## config.mk

```make
export PLATFORM = sky130hd
export DESIGN_NAME = compass_heading_relative
export DESIGN_NICKNAME = d
export VERILOG_FILES = /design/src/rtl/core/chr_pkg.sv /design/src/rtl/core/compass_heading_relative.sv /design/src/rtl/core/chr_cell.sv /design/src/rtl/core/chr_post.sv
export SDC_FILE = /design/constraint.sdc
export NUM_CORES = 2
export LEC_CHECK = 0
export ABC_AREA = 0
export BUFFER_PORTS_ARGS = -buffer_cell sky130_fd_sc_hd__buf_2
export CORE_MARGIN = 4
export CORE_UTILIZATION = 50
export DETAILED_ROUTE_END_ITERATION = 7
export PLACE_DENSITY = 0.74
export SLEW_MARGIN = 30
export SYNTH_ARGS = -nofsm -noshare
export SYNTH_HDL_FRONTEND = slang
export SYNTH_HIERARCHICAL = 1
export SYNTH_SLANG_ARGS = --single-unit
```

## constraint.sdc

```tcl
create_clock -name clk -period 5.6 [get_ports clk]
set_clock_uncertainty 0.1 [all_clocks]
set_input_delay 0.56 -clock clk [delete_from_list [all_inputs] [get_ports clk]]
set_output_delay 0.56 -clock clk [all_outputs]
set_load 0.005 [all_outputs]
```

## src/rtl/core/chr_pkg.sv

```systemverilog
// chr_pkg: shared types, constants and the arctangent table of the compass heading block.
// No dependencies; used by chr_cell, chr_post and compass_heading_relative.

package chr_pkg;

	localparam int CORDIC_STAGES_DEF = 16;
	localparam int TABLE_LEN         = 24;

	localparam int VEC_W  = 28;
	localparam int ANG_W  = 24;
	localparam int HEAD_W = 15;

	localparam logic signed [ANG_W-1:0] HALF_TURN_FINE = 24'sd2949120;
	localparam logic signed [ANG_W-1:0] FULL_TURN_FINE = 24'sd5898240;
	localparam logic [HEAD_W-1:0]       FULL_TURN_OUT  = 15'd23040;
	localparam logic [ANG_W-2:0]        ROUND_HALF     = 23'd128;

	typedef struct packed {
		logic signed [VEC_W-1:0] re;
		logic signed [VEC_W-1:0] im;
		logic signed [ANG_W-1:0] z;
		logic                    zero;
		logic                    op;
	} chr_vec_t;

	function automatic logic signed [ANG_W-1:0] atan_fine(input int unsigned idx);
		logic signed [ANG_W-1:0] v;
		case (idx)
			0:  v = 24'sd737280;
			1:  v = 24'sd435242;
			2:  v = 24'sd229970;
			3:  v = 24'sd116736;
			4:  v = 24'sd58595;
			5:  v = 24'sd29326;
			6:  v = 24'sd14667;
			7:  v = 24'sd7334;
			8:  v = 24'sd3667;
			9:  v = 24'sd1833;
			10: v = 24'sd917;
			11: v = 24'sd458;
			12: v = 24'sd229;
			13: v = 24'sd115;
			14: v = 24'sd57;
			15: v = 24'sd29;
			16: v = 24'sd14;
			17: v = 24'sd7;
			18: v = 24'sd4;
			19: v = 24'sd2;
			20: v = 24'sd1;
			default: v = '0;
		endcase
		return v;
	endfunction

endpackage

```

## src/rtl/core/compass_heading_relative.sv

```systemverilog
// compass_heading_relative: magnetometer heading by a chain of CORDIC cells, plus relative heading.
// Depends on chr_pkg, chr_cell and chr_post.
//
// channel  dir  fields
// s_axis   in   tdata: x_msb, x_lsb, y_msb, y_lsb; tuser: operation
// m_axis   out  tdata: raw_heading, relative_heading
//
// One item per cycle while m_axis_tready is high; registers: each CORDIC cell, then post s1, s2.
// Each cell and post stage holds its own valid bit; a stall on m_axis_tready fills empty stages
// before it reaches s_axis_tready.
// Reset clears the valid bits and the reference heading.

module compass_heading_relative #(
	parameter int CORDIC_STAGES = chr_pkg::CORDIC_STAGES_DEF
) (
	input  logic        clk,
	input  logic        arst_n,
	input  logic        s_axis_tvalid,
	output logic        s_axis_tready,
	input  logic [31:0] s_axis_tdata,  // x_msb, x_lsb, y_msb, y_lsb
	input  logic [0:0]  s_axis_tuser,  // operation
	output logic        m_axis_tvalid,
	input  logic        m_axis_tready,
	output logic [31:0] m_axis_tdata   // raw_heading, relative_heading, zero pad
);

	localparam int NUM_CELLS = (CORDIC_STAGES > chr_pkg::TABLE_LEN) ?
		chr_pkg::TABLE_LEN : CORDIC_STAGES;

	logic signed [15:0] xs;
	logic signed [15:0] ys;
	chr_pkg::chr_vec_t  pre;

	chr_pkg::chr_vec_t cell_data  [NUM_CELLS+1];
	logic              cell_valid [NUM_CELLS+1];
	logic              cell_ready [NUM_CELLS+1];

	logic [chr_pkg::HEAD_W-1:0] raw_heading;
	logic [chr_pkg::HEAD_W-1:0] relative_heading;

	always_comb begin
		xs       = $signed({s_axis_tdata[7:0], s_axis_tdata[15:8]});
		ys       = $signed({s_axis_tdata[23:16], s_axis_tdata[31:24]});
		pre.re   = {{(chr_pkg::VEC_W-24){ys[15]}}, ys, 8'd0};
		pre.im   = {{(chr_pkg::VEC_W-24){xs[15]}}, xs, 8'd0};
		pre.z    = '0;
		pre.zero = (xs == 16'sd0) && (ys == 16'sd0);
		pre.op   = s_axis_tuser[0];
		if (ys[15]) begin
			pre.re = -pre.re;
			pre.im = -pre.im;
			pre.z  = chr_pkg::HALF_TURN_FINE;
		end
	end

	assign cell_data[0]  = pre;
	assign cell_valid[0] = s_axis_tvalid;
	assign s_axis_tready = cell_ready[0];

	for (genvar i = 0; i < NUM_CELLS; i++) begin : g_cell
		chr_cell #(
			.IDX(i)
		) u_cell (
			.clk      (clk),
			.arst_n   (arst_n),
			.in_valid (cell_valid[i]),
			.in_ready (cell_ready[i]),
			.in_data  (cell_data[i]),
			.out_valid(cell_valid[i+1]),
			.out_ready(cell_ready[i+1]),
			.out_data (cell_data[i+1])
		);
	end

	chr_post u_post (
		.clk             (clk),
		.arst_n          (arst_n),
		.in_valid        (cell_valid[NUM_CELLS]),
		.in_ready        (cell_ready[NUM_CELLS]),
		.in_data         (cell_data[NUM_CELLS]),
		.out_valid       (m_axis_tvalid),
		.out_ready       (m_axis_tready),
		.raw_heading     (raw_heading),
		.relative_heading(relative_heading)
	);

	assign m_axis_tdata = {2'b00, relative_heading, raw_heading};

	assert property (@(posedge clk) disable iff (!arst_n)
		m_axis_tvalid |-> m_axis_tdata[14:0] < chr_pkg::FULL_TURN_OUT)
		else $error("raw heading out of range");
	assert property (@(posedge clk) disable iff (!arst_n)
		m_axis_tvalid |-> m_axis_tdata[29:15] < chr_pkg::FULL_TURN_OUT)
		else $error("relative heading out of range");
	assert property (@(posedge clk) disable iff (!arst_n)
		!s_axis_tready |-> (m_axis_tvalid && !m_axis_tready))
		else $error("input stalled without a held output item");

endmodule

```

## src/rtl/core/chr_cell.sv

```systemverilog
// chr_cell: one CORDIC vectoring micro-rotation with its own item register.
// Depends on chr_pkg for the vector struct and the arctangent table.

module chr_cell #(
	parameter int IDX = 0
) (
	input  logic              clk,
	input  logic              arst_n,
	input  logic              in_valid,
	output logic              in_ready,
	input  chr_pkg::chr_vec_t in_data,
	output logic              out_valid,
	input  logic              out_ready,
	output chr_pkg::chr_vec_t out_data
);

	localparam logic signed [chr_pkg::ANG_W-1:0] ATAN_C = chr_pkg::atan_fine(IDX);

	logic              valid_q;
	chr_pkg::chr_vec_t data_q;
	chr_pkg::chr_vec_t next_data;
	logic signed [chr_pkg::VEC_W-1:0] dre;
	logic signed [chr_pkg::VEC_W-1:0] dim;

	assign in_ready  = !valid_q || out_ready;
	assign out_valid = valid_q;
	assign out_data  = data_q;

	always_comb begin
		dre       = in_data.im >>> IDX;
		dim       = in_data.re >>> IDX;
		next_data = in_data;
		if (!in_data.im[chr_pkg::VEC_W-1]) begin
			next_data.re = in_data.re + dre;
			next_data.im = in_data.im - dim;
			next_data.z  = in_data.z + ATAN_C;
		end else begin
			next_data.re = in_data.re - dre;
			next_data.im = in_data.im + dim;
			next_data.z  = in_data.z - ATAN_C;
		end
	end

	always_ff @(posedge clk or negedge arst_n) begin
		if (!arst_n) begin
			valid_q <= 1'b0;
		end else if (in_ready) begin
			valid_q <= in_valid;
		end
	end

	always_ff @(posedge clk) begin
		if (in_ready && in_valid) begin
			data_q <= next_data;
		end
	end

endmodule

```

## src/rtl/core/chr_post.sv

```systemverilog
// chr_post: angle wrap and rounding to 1/64 degree, then the reference register and relative heading.
// Depends on chr_pkg for the vector struct and turn constants.

module chr_post (
	input  logic                       clk,
	input  logic                       arst_n,
	input  logic                       in_valid,
	output logic                       in_ready,
	input  chr_pkg::chr_vec_t          in_data,
	output logic                       out_valid,
	input  logic                       out_ready,
	output logic [chr_pkg::HEAD_W-1:0] raw_heading,
	output logic [chr_pkg::HEAD_W-1:0] relative_heading
);

	logic                       valid_s1;
	logic [chr_pkg::HEAD_W-1:0] head_s1;
	logic                       op_s1;
	logic                       ready_s1;
	logic                       valid_s2;
	logic [chr_pkg::HEAD_W-1:0] raw_s2;
	logic [chr_pkg::HEAD_W-1:0] rel_s2;
	logic [chr_pkg::HEAD_W-1:0] ref_q;

	logic signed [chr_pkg::ANG_W-1:0] z_wrap;
	logic [chr_pkg::ANG_W-2:0]        z_round;
	logic [chr_pkg::HEAD_W-1:0]       head_c;
	logic [chr_pkg::HEAD_W:0]         diff;
	logic [chr_pkg::HEAD_W-1:0]       rel_c;

	assign ready_s1         = !valid_s2 || out_ready;
	assign in_ready         = !valid_s1 || ready_s1;
	assign out_valid        = valid_s2;
	assign raw_heading      = raw_s2;
	assign relative_heading = rel_s2;

	always_comb begin
		z_wrap  = in_data.z[chr_pkg::ANG_W-1] ? in_data.z + chr_pkg::FULL_TURN_FINE : in_data.z;
		z_round = z_wrap[chr_pkg::ANG_W-2:0] + chr_pkg::ROUND_HALF;
		head_c  = z_round[chr_pkg::ANG_W-2 -: chr_pkg::HEAD_W];
		if (in_data.zero || head_c == chr_pkg::FULL_TURN_OUT) begin
			head_c = '0;
		end
	end

	always_comb begin
		diff = {1'b0, ref_q} - {1'b0, head_s1};
		if (diff[chr_pkg::HEAD_W]) begin
			diff = diff + {1'b0, chr_pkg::FULL_TURN_OUT};
		end
		rel_c = op_s1 ? '0 : diff[chr_pkg::HEAD_W-1:0];
	end

	always_ff @(posedge clk or negedge arst_n) begin
		if (!arst_n) begin
			valid_s1 <= 1'b0;
			valid_s2 <= 1'b0;
			ref_q    <= '0;
		end else begin
			if (in_ready) begin
				valid_s1 <= in_valid;
			end
			if (ready_s1) begin
				valid_s2 <= valid_s1;
				if (valid_s1 && op_s1) begin
					ref_q <= head_s1;
				end
			end
		end
	end

	always_ff @(posedge clk) begin
		if (in_ready && in_valid) begin
			head_s1 <= head_c;
			op_s1   <= in_data.op;
		end
		if (ready_s1 && valid_s1) begin
			raw_s2 <= head_s1;
			rel_s2 <= rel_c;
		end
	end

	assert property (@(posedge clk) disable iff (!arst_n)
		valid_s1 |-> head_s1 < chr_pkg::FULL_TURN_OUT)
		else $error("heading out of range");
	assert property (@(posedge clk) disable iff (!arst_n)
		1'b1 |-> ref_q < chr_pkg::FULL_TURN_OUT)
		else $error("reference out of range");
	assert property (@(posedge clk) disable iff (!arst_n)
		(ready_s1 && valid_s1 && op_s1) |=> (rel_s2 == '0 && ref_q == raw_s2))
		else $error("capture did not zero relative heading");

endmodule

```

Yosys cells after proc, flatten, opt, wreduce, memory -nomap -nowiden

Cells that the tools add are included.

Flip-flop bits (word level): 1307
Output and inout bits: 34

Add/sub/neg operators: 97
Eq/ne operators: 1
Muxes and demuxes: 19
Reductions and logical operators: 60

Operators by type and width:

| operator         | number |
|---|---|
| $mux 80          | 16 |
| $add 28x14->28   | 2 |
| $add 28x15->28   | 2 |
| $add 28x16->28   | 2 |
| $add 28x17->28   | 2 |
| $add 28x18->28   | 2 |
| $add 28x19->28   | 2 |
| $add 28x20->28   | 2 |
| $add 28x21->28   | 2 |
| $add 28x22->28   | 2 |
| $add 28x23->28   | 2 |
| $add 28x24->28   | 2 |
| $add 28x25->28   | 2 |
| $add 28x26->28   | 2 |
| $add 28x27->28   | 2 |
| $neg 24->28      | 2 |
| $sub 28x14->28   | 2 |
| $sub 28x15->28   | 2 |
| $sub 28x16->28   | 2 |
| $sub 28x17->28   | 2 |
| $sub 28x18->28   | 2 |
| $sub 28x19->28   | 2 |
| $sub 28x20->28   | 2 |
| $sub 28x21->28   | 2 |
| other kinds (53) | 115 |

Longest topological paths before layout

Depth after elaboration: 20
Mapped depth: 18
Depth with buffers taken out: 18

Hierarchy

The synthesis kept the hierarchy.

By module, submodules not included:

| module                        | times used | cells an instance | area each (um2) |
|---|---|---|---|
| chr_cell at g_cell[2].u_cell  | 1          | 845               | 7777.5 |
| chr_cell at g_cell[0].u_cell  | 1          | 862               | 7699.9 |
| chr_cell at g_cell[6].u_cell  | 1          | 828               | 7677.4 |
| chr_cell at g_cell[1].u_cell  | 1          | 801               | 7598.5 |
| chr_cell at g_cell[8].u_cell  | 1          | 813               | 7548.5 |
| chr_cell at g_cell[4].u_cell  | 1          | 812               | 7516.0 |
| chr_cell at g_cell[7].u_cell  | 1          | 801               | 7499.7 |
| chr_cell at g_cell[10].u_cell | 1          | 798               | 7410.9 |
| chr_cell at g_cell[5].u_cell  | 1          | 780               | 7364.6 |
| chr_cell at g_cell[9].u_cell  | 1          | 748               | 7284.5 |
| chr_cell at g_cell[11].u_cell | 1          | 769               | 7277.0 |
| chr_cell at g_cell[13].u_cell | 1          | 743               | 7100.6 |
| chr_cell at g_cell[12].u_cell | 1          | 742               | 7088.0 |
| chr_cell at g_cell[14].u_cell | 1          | 737               | 7020.5 |
| +4 rows                       | --         | --                | -- |

Worst setup path after synthesis

Ideal clock, no wire load.

Path type: input to register
Start point: input port m_axis_tready
End point: register g_cell[0].u_cell.data_q (netlist bit g_cell[0].u_cell/out_data[0]), enable pin
Setup time: 449 ps
Arrival time: 4559 ps
Data required time: 5051 ps
Setup slack: 493 ps
Cell stages on the path: 18
Cell sequence: nand3b_1 -> nand2b_1 -> nand2b_1 -> nand2b_1 -> nand2b_1 -> nand2b_1 -> nand2b_1 -> nand2b_1 -> nand2b_1 -> nand2b_1 -> nand2b_1 -> nand2b_1 -> nand2b_1 -> nand2b_1 -> nand2b_1 -> nand2b_1 -> nand2b_1 -> and2_1

RTL lines:

| what                 | RTL line                       | source |
|---|---|---|
| from (decl)          | compass_heading_relative.sv:23 | `input logic m_axis_tready,` |
| to (signal assigned) | chr_cell.sv:54                 | `data_q <= next_data;` |
| to (decl)            | chr_cell.sv:20                 | `chr_pkg::chr_vec_t data_q;` |

==> out/metrics.yaml <==
status: "completed"
grt_pass1_wl_mm: 485.5
final_cell_mix: "ha_1 (1239), edfxtp_1 (1225), a21oi_1 (1224)"
clk_pin_slew_ps: 60
ctsHtreeMaxLevel: 4
tns_ps: 0
crit_path_max_fanout: 3
wl_per_cell_um: 20.49
final_common_cell: "ha_1"
clockRootBuffer: "clkbuf_16"
first_global_vias: 88650
syn_to_final_growth_pct: 8.074
numCtsBuffers: 150
critPathLaunchType: "flip-flop"
cts_tree: "yes"
port_buffers: 68
syn_area_per_cell_um2: 9.383
critPathRequiredTime_ps: 4940
vias: 92320
drive_above_1_share_pct: 5.979
grt_setup_unrepaired: "false"
clock-sinks: 1258
cpMaxStageDelayCell: "dfrtp_1"
viasPerCell: 6.112
slew_headroom_pct: 32.17
cpPeakStageDelay_ps: 370
die_x_um: 481.1
initial_core_util_pct: 50.29
period_minus_slack_ps: 5264
netlist_area_um2: 111900
gp_congestion: 0.9681
fmax_ghz: 0.1900
maxCapViolations: 0
reg2reg_depth: 15
worst-setup-path-type: "reg -> out"
grt_max_degree: 83
cts_max_path_buffers: 3
reg2reg_slack_ps: 700
hp-class: "in -> async"
io_pins: 71
worstReg2RegStart: "g_cell[3].u_cell/out_data[38]"
final_area_um2: 120900
antenna_found_initial: 3
crit_top_cell: "nand2b_1"
nets: 13330
die_y_um: 481.1
placementRows: 173
yosysWarningCount: 6
drt_pass1_iterations: 8
core_um2: 222500
grt_util_all_layers_pct: 25.76
clkLatencyLatePin_ps: 820
endpoint_kind: "output pin"
drc: 0
critPathArrivalTime_ps: 4600
drt_iter0_drc: 8297
drt-total-wl_mm: 309.5
gr-total-overflow: 0
hpwl_mm: 245.8
ant_nets: 0
synthCells: 11930
worstSetupStartpoint: "u_post/valid_s1"
fp.dieArea_um2: 231400
final_max_slew_viol_count: 0
worst_slew_pin_slew_ps: 1011
timing.final.crit_share_pct: 94.00
finalSetupViolCount: 0
final_hold_viol_count: 0
crit_path_cell_trace: "nand3b_1 > nand2b_4 > nand2b_1 > nand2b_1 > nand2b_1 > nand2b_1 > nand2b_1 > nand2b_1 > nand2b_4 > nand2b_1 > nand2b_4 > nand2b_1 > nand2b_1 > nand2b_1 > nand2b_1 > nand2b_2 > nand2b_1 > buf_2"
placed_cell_area_um2: 115700
-- flip-flops by register name, summed over array words and instances (netlist names) --
| register | cells |
|---|---|
| u_post/relative_heading | 15 |
| u_post/ref_q | 15 |
| u_post/out_valid | 1 |
| u_post/op_s1 | 1 |
| g_cell.u_cell/out_data | 1179 |
| u_post/head_s1 | 15 |
| g_cell.u_cell/out_valid | 16 |
| u_post/raw_heading | 15 |
| u_post/valid_s1 | 1 |
-- cell type report --
type	instances	area (um2)
fillers	19640	101600
multi-input cells	9911	71390
flip-flops and latches	1258	37610
clock buffers	176	3954
well taps	2975	3722
inverters	537	2016
clock inverters	97	1196
repair buffers	146	1036
diodes	3	7.507
-- stage by stage --
step	hold WS (ps)	util [%]	worst slack, ps	cells
6_report	174.9	54.35	335.9	15100
5_1_grt	169.3	54.34	44.73	15100
4_1_cts	120.1	54.32	14.14	15100
3_5_place_dp	304.5	51.99	528.0	14820
3_3_place_gp	300.6	51.97	505.1	14820
2_1_floorplan	164.4	-	492.6	12010
-- final timing paths --
check | to
max reg2reg | g_cell[4].u_cell/out_data[81]
max | s_axis_tready
max in group asynchronous | g_cell[5].u_cell/out_valid
min in group clk | g_cell[0].u_cell/out_data[1]
min reg2reg | g_cell[8].u_cell/out_data[0]
min | u_post/ref_q[12]
-- per-layer routing --
layer / wire, um / vias up / GRT usage (%) / part of all wire (%)
met5: 13 / - / 0 / 0.0042
met4: 11020 / 2 / 8.494 / 3.6
met3: 16580 / 609 / 2.909 / 5.4
met2: 148100 / 3068 / 44.34 / 48
met1: 133900 / 44230 / 33.75 / 43
li1: - / 44410 / - / -
-- timing repair --
action,in CTS,in global routing
endpoints found under the hold margin,37,0
buffers inserted,0,0
hold buffers,5,0
resized for setup,1,4
endpoints found under the setup margin,1,1
-- worst max-delay path: cells and delay by family (launching register included) --
kind	cells	cell delay (ps)
AND/OR/NAND/NOR	17	3250
flip-flops	1	370
buffers and inverters	1	160
Power is not shown: default switching activity piles up to over one toggle a cycle in this logic, so the estimate is an artifact.
